==> src/rtl/c16_pkg.sv <==
// Package with shared types and constants of the 16-bit core.
`timescale 1ns / 1ps
package c16_pkg;

   localparam int unsigned WORD_W = 16;

   typedef enum logic [1:0] {
      OP_LOAD = 2'd0,
      OP_EXEC = 2'd1,
      OP_IN   = 2'd2,
      OP_OUT  = 2'd3
   } op_type;

   // Special register indexes.
   localparam logic [2:0] S_PC = 3'd0;
   localparam logic [2:0] S_HI = 3'd2;
   localparam logic [2:0] S_LOW = 3'd3;
   localparam logic [2:0] S_CLK = 3'd4;
   localparam logic [2:0] S_STAT = 3'd5;
   localparam logic [2:0] S_IN = 3'd6;
   localparam logic [2:0] S_OUT = 3'd7;

   // Status bit positions.
   localparam int unsigned B_CARRY = 0;
   localparam int unsigned B_FAULT = 1;
   localparam int unsigned B_INW = 2;
   localparam int unsigned B_OUTW = 3;
   localparam int unsigned B_OTYPE = 4;
   localparam int unsigned B_KILL = 5;
   localparam int unsigned B_CMP = 6;
   localparam int unsigned B_DEBUG = 7;

   typedef enum logic [3:0] {
      ST_IDLE,
      ST_FETCH0,
      ST_FETCH1,
      ST_FETCH2,
      ST_DECODE,
      ST_MEM0,
      ST_MEM1,
      ST_MEM2,
      ST_STORE1,
      ST_ITER,
      ST_FINISH,
      ST_RESP
   } state_type;

   typedef struct packed {
      logic [1:0]  op;
      logic [16:0] mem_addr;
      logic [7:0]  mem_byte;
      logic [15:0] in_word;
   } req_type;

   typedef struct packed {
      logic        accepted;
      logic [15:0] out_word;
      logic        out_kind;
      logic        halted;
      logic        debug_hit;
      logic        arith_fault;
      logic [15:0] pc_now;
   } rsp_type;

   // Command to the iterative multiply and divide unit.
   typedef struct packed {
      logic        start;
      logic        is_div;
      logic        is_signed;
      logic [15:0] a;
      logic [15:0] b;
   } md_cmd_type;

   typedef struct packed {
      logic        done;
      logic [15:0] hi;
      logic [15:0] lo;
   } md_res_type;

endpackage

==> src/rtl/c16_muldiv.sv <==
// Iterative shift-add multiplier and restoring divider, one bit per cycle.
`timescale 1ns / 1ps
module c16_muldiv (
   input  logic                clock,
   input  logic                reset,
   input  c16_pkg::md_cmd_type cmd,
   output c16_pkg::md_res_type res
);
   logic        busy_ff, busy_in;
   logic [4:0]  cnt_ff, cnt_in;
   logic        div_ff, div_in;
   logic        negq_ff, negq_in;
   logic        negr_ff, negr_in;
   logic [31:0] acc_ff, acc_in;
   logic [15:0] opb_ff, opb_in;
   logic [15:0] quo_ff, quo_in;
   logic        done_ff, done_in;

   logic [15:0] mag_a, mag_b;
   logic [16:0] trial;
   logic [15:0] q_fix, r_fix;
   logic [31:0] p_fix;

   always_comb begin
      mag_a = (cmd.is_signed && cmd.a[15]) ? 16'(-cmd.a) : cmd.a;
      mag_b = (cmd.is_signed && cmd.b[15]) ? 16'(-cmd.b) : cmd.b;
      busy_in = busy_ff;
      cnt_in = cnt_ff;
      div_in = div_ff;
      negq_in = negq_ff;
      negr_in = negr_ff;
      acc_in = acc_ff;
      opb_in = opb_ff;
      quo_in = quo_ff;
      done_in = 1'b0;
      trial = {acc_ff[31:16], quo_ff[15]} - {1'b0, opb_ff};
      if (cmd.start) begin
         busy_in = 1'b1;
         cnt_in = 5'd16;
         div_in = cmd.is_div;
         negq_in = cmd.is_signed && (cmd.a[15] ^ cmd.b[15]);
         negr_in = cmd.is_signed && cmd.a[15];
         acc_in = 32'd0;
         opb_in = mag_b;
         quo_in = mag_a;
      end else if (busy_ff) begin
         if (div_ff) begin
            // Remainder sits in acc[31:16]; dividend shifts out of quo.
            if (!trial[16]) begin
               acc_in[31:16] = trial[15:0];
               quo_in = {quo_ff[14:0], 1'b1};
            end else begin
               acc_in[31:16] = {acc_ff[30:16], quo_ff[15]};
               quo_in = {quo_ff[14:0], 1'b0};
            end
         end else begin
            acc_in = {acc_ff[30:0], 1'b0} + (quo_ff[15] ? {16'd0, opb_ff} : 32'd0);
            quo_in = {quo_ff[14:0], 1'b0};
         end
         cnt_in = cnt_ff - 5'd1;
         if (cnt_ff == 5'd1) begin
            busy_in = 1'b0;
            done_in = 1'b1;
         end
      end
   end

   always_ff @(posedge clock) begin
      if (reset) begin
         busy_ff <= 1'b0;
         done_ff <= 1'b0;
         cnt_ff <= 5'd0;
      end else begin
         busy_ff <= busy_in;
         done_ff <= done_in;
         cnt_ff <= cnt_in;
      end
      div_ff <= div_in;
      negq_ff <= negq_in;
      negr_ff <= negr_in;
      acc_ff <= acc_in;
      opb_ff <= opb_in;
      quo_ff <= quo_in;
   end

   always_comb begin
      q_fix = negq_ff ? 16'(-quo_ff) : quo_ff;
      r_fix = negr_ff ? 16'(-acc_ff[31:16]) : acc_ff[31:16];
      p_fix = negq_ff ? 32'(-acc_ff) : acc_ff;
      res.done = done_ff;
      res.hi = div_ff ? q_fix : p_fix[31:16];
      res.lo = div_ff ? r_fix : p_fix[15:0];
   end
endmodule

==> config.mk <==
export PLATFORM = sky130hd
export DESIGN_NAME = c16_muldiv
export DESIGN_NICKNAME = d
export VERILOG_FILES = /design/src/rtl/c16_pkg.sv /design/src/rtl/c16_muldiv.sv
export SDC_FILE = /design/constraint.sdc
export NUM_CORES = 1
export LEC_CHECK = 0
export ABC_AREA = 1
export BUFFER_PORTS_ARGS = -buffer_cell sky130_fd_sc_hd__buf_4
export CORE_MARGIN = 2
export CORE_UTILIZATION = 50
export DETAILED_ROUTE_END_ITERATION = 7
export PLACE_DENSITY = 0.69
export SLEW_MARGIN = 20
export SYNTH_ARGS = -nofsm -noshare
export SYNTH_HDL_FRONTEND = slang
export SYNTH_SLANG_ARGS = --single-unit
==> constraint.sdc <==
create_clock -name clock -period 3.8 [get_ports clock]
set_input_delay 0.76 -clock clock [delete_from_list [all_inputs] [get_ports clock]]
set_output_delay 0.76 -clock clock [all_outputs]
set_load 0.02 [all_outputs]
# Word level (Yosys, flattened, before mapping)

Index checks and enable logic that the tools add are counted.

RAM bits: 0
Register bits after elaboration: 74
Latch bits: 0
Bits in read-only memories: 0
Output and inout port bits: 33
Bits of input ports: 37
Memories: 0
Logic and storage cells: 50

Divide/modulo/power cells: 0
Bitwise gates (word level): 3
Mux-type cells: 20
Add/sub/neg operators: 8
Magnitude comparators: 0
Multipliers: 0
Shift operators: 0
Reduce and logical (&&, ||, !) cells: 7
Eq/ne operators: 1

Operators with widths:

| operator            | number |
|---|---|
| $mux 16             | 11 |
| $neg 16->16         | 4 |
| $add 32x16->32      | 1 |
| $mux 32             | 1 |
| $neg 32->32         | 1 |
| $sub 17x16->17      | 1 |
| $mux 5              | 2 |
| $mux 1              | 6 |
| $eq 5x1->1 const B  | 1 |
| $sub 5x1->5 const B | 1 |
| $logic_and 1x1->1   | 3 |
| $reduce_or 3->1     | 1 |
| $not 1->1           | 2 |
| $reduce_and 2->1    | 1 |
| $reduce_bool 2->1   | 1 |
| $reduce_or 2->1     | 1 |
| $xor 1x1->1         | 1 |

# Depth between registers and ports, before layout

Depth after elaboration: 5
Mapped depth: 19
Gate-level depth less buffers: 18

# Worst setup path after synthesis

OpenSTA, ideal clock, no wires.

Kind: register to output
Start point: register acc_ff[16]
End point: output res[14] (netlist bit)
Stages on the path, launching flop included: 12
Slack: 1.059 ns
Data required time: 3.040 ns
Arrival time: 1.981 ns
Path through: dfxtp_1 -> clkbuf_2 -> inv_1 -> ha_1 -> nand2_1 -> nor2_4 -> inv_1 -> nor2_2 -> nand4_1 -> nand3_1 -> nand2_1 -> o21ai_0

RTL lines:

| item                   | line             | RTL |
|---|---|---|
| start, declared        | c16_muldiv.sv:14 | `logic [31:0] acc_ff, acc_in;` |
| start signal, assigned | c16_muldiv.sv:81 | `acc_ff <= acc_in;` |
| end, declared          | c16_muldiv.sv:7  | `output c16_pkg::md_res_type res` |

==> out/metrics.yaml <==
status:
  status: "complete, no violations"
sta:
  clock_skew_ns: 0.0129
  final.setup.worst_slack_ns: 0.385
  finalCriticalPeriod_ns: 3.41
  rsz0062_at_grt: "false"
  worstMarginPinSlew_ns: 0.805
  period_share_pct: 89.9
  fin_setup_tns_ns: 0
  setup_viol: 0
  fmax_mhz: 293
  hold_violations: 0
  slew_headroom_pct: 46.2
  maxSlewViolCount: 0
routing:
  detail-route-antenna-nets: 0
  finalWirelength_um: 26400
  wl_per_cell_um: 15.9
  viasPerCell: 5.43
  drc_errors: 0
  drt-initial-drc-count: 996
  vias: 9011
  firstDrtPassIters: 8
min_path:
  hold_start: "cnt_ff[4]"
  min_path_cells: 2
  hold_path_end: "cnt_ff[4]"
  hold_class: "register to register"
worst_setup_path:
  path_cells: "inv_1 -> ha_1 -> nand2_1 -> nor2_4 -> inv_1 -> nor2_1 -> nand3_1 -> xor2_1 -> nand2_1 -> o21ai_0 -> nand2_1 -> o21ai_0 -> buf_4"
  cpPeakStageDelay_ns: 0.42
  rrSetupSlack_ns: 1.03
  crit_buf_inv: 3
  reg2regPathDepth: 18
  crit_path_start_kind: "register"
  crit_arrival_ns: 2.65
  crit_path_frequent_cell: "nand2_1"
  regToRegEndpoint: "acc_ff[19]"
  cp-end-kind: "primary output"
  regToRegStartpoint: "quo_ff[15]"
  worst_ep_required_time_ns: 3.04
  critPathTopFamily: "simple AND/OR/NAND/NOR gates"
  cp_max_fo: 9
  crit_type: "register to primary output"
  crit_slowest_cell: "dfxtp_1"
synth:
  synth.distinct_cells: 48
  ys_ff_latch: 74
  synth_flop_cell: "dfxtp_1"
  synth_fa_ha_area_share_pct: 6.60
  syn_nets: 1467
  ys_top_cells_by_area: "nand2_1 19%, edfxtp_1 13%, inv_1 10%"
  synth_compound_area_share_pct: 14.3
  synth_common_cells: "418 x nand2_1, 227 x inv_1, 112 x nand3_1, 106 x o21ai_0, 95 x nor2_1"
  synth_seq_area_share_pct: 22.4
  synth_top_family_by_area: "simple AND/OR/NAND/NOR gates"
  synth-simple-area-share_pct: 38.3
  synthesis.area_sq_um: 8190
  synth_edf_count: 35
  synth_top_area_cell: "nand2_1"
  yosys_warnings: 0
  yosys.cell_count.top_type: "nand2_1"
  syn-instance-count: 1388
  synthArstFlopShare_pct: 0
  synthMuxAreaShare_pct: 0
  synth_top_cell_area_share_pct: 19.2
  synth_xor_area_share_pct: 5.03
  avgSynthCellArea_sq_um: 5.90
die:
  fp.dieArea_sq_um: 17400
  die-width_um: 132
  core_sq_um: 15900
  initial_core_util_pct: 51.4
  io-pin-count: 70
  placementRows: 46
  fp.dieH_um: 132
finish:
  drive_above_1_share_pct: 9.21
  final_nets: 1518
  num_antenna_cells: 0
  area_growth_pct: 11.6
  fin_util_pct: 57.3
clocking:
  cts_buffers: 9
  clock_path_buffers: 2
  post_cts_buffers: 0
  clkSlewWorstSetupHoldPaths_ns: 0.06
  clk_latency_ns: 0.36
  cts_max_level: 3
  cts.hold.buffers_added: 0
  root_buffer: "clkbuf_16"
  cts_sinks: 74
  post_cts_resized: 0
  tritoncts: "built"
placed_design:
  dpl.hpwl_um: 20500
  place_ws_ns: 0.823
  gp_congestion: 0.966
  place.port_buffers: 69
pwr:
  powerDensity_nw_per_um2: 356
  p_total_mw: 3.26
  p_leak_nw: 4.98
  vdd.ir_drop.worst_v: 0.000277
global_routing:
  grt_util_all_layers_pct: 30.4
  gr-total-overflow: 0
  grt_pass1_vias: 8062
  antenna_found_initial: 0
  grt_max_degree: 52
  grt_pass1_wl_um: 42100
flow_run:
  cap_viol_max_count: 0
tightest hold or removal path, cell delays in order (launching register included):
cell and delay, ns:
dfxtp_1 0.30, nand2_1 0.06, a31oi_1 0.06
metrics by stage:
step | std cells | hold WS (ns) | instance area (sq um)
after global placement | 1644 | 0.456 | 8870
after CTS | 1660 | 0.475 | 9140
after floorplan | 1388 | 0.442 | 8190
after detailed placement | 1644 | 0.467 | 8870
after global routing | 1660 | 0.532 | 9140
final | 1660 | 0.473 | 9140
report_power, final:
| part | internal (mW) | switching (mW) |
|---|---|---|
| clock network | 0.457 | 0.371 |
| registers | 0.921 | 0.0950 |
| logic | 0.480 | 0.932 |
logic make-up (layout without fill, tap and decap cells):
| logic type | count (synthesis) | count (layout) |
|---|---|---|
| compound gates | 222 | 222 |
| buf+inv | 280 | 336 |
| fa+ha+maj | 42 | 42 |
| flops | 74 | 74 |
| xor+xnor | 47 | 47 |
| simple gates | 723 | 723 |
per-layer routing:
metal | GRT usage, % | vias to the layer above | routed length (um)
li1 | - | 4551 | -
met1 | 43.2 | 4064 | 12100
met3 | 4.54 | 34 | 2070
met5 | 0 | - | 0
met4 | 8.03 | 0 | 457
met2 | 48.2 | 362 | 11700
area by class of cell:
cell class	instances	area, sq um
fillers	1684	6800
multi-input cells	1034	5260
flip-flops and latches	74	1830
inverters	240	903
repair buffers	80	601
well taps	216	270
clock buffers	11	243
clock inverters	5	30.0
registers in the layout (all words and copies together), names as in the netlist:
register and flops:
negq_ff 1, negr_ff 1, div_ff 1, opb_ff 16, done_ff 1, acc_ff 32
busy_ff 1, quo_ff 16, cnt_ff 5
cell usage in the layout (no fill, tap or decap), drive strengths merged, types with 2 or more instances in the layout:
master and instances:
a31oi 4, dfxtp 39, a21oi 91, o32ai 2
buf 80, nand3 115, o22ai 5, ha 40
nand2 427, xor2 35, or2 7, o21ai 110
nor2 101, fa 2, and2 5, nand4 18
o31ai 4, clkbuf 11, nor3 43, xnor2 12
nand3b 6, edfxtp 35, clkinv 9, inv 235
worst max path at each step:
stage	cells past startpoint	slack [ns]	from	endpoint
global route	13	0.18	acc_ff[16]	res[24]
floorplan	11	1.06	acc_ff[16]	res[14]
global placement	13	0.93	acc_ff[16]	res[24]
finish	13	0.39	acc_ff[16]	res[24]
CTS	13	0.43	acc_ff[16]	res[24]
detailed placement	13	0.82	acc_ff[16]	res[24]
Note: power is estimated with default switching activity, not from simulation.
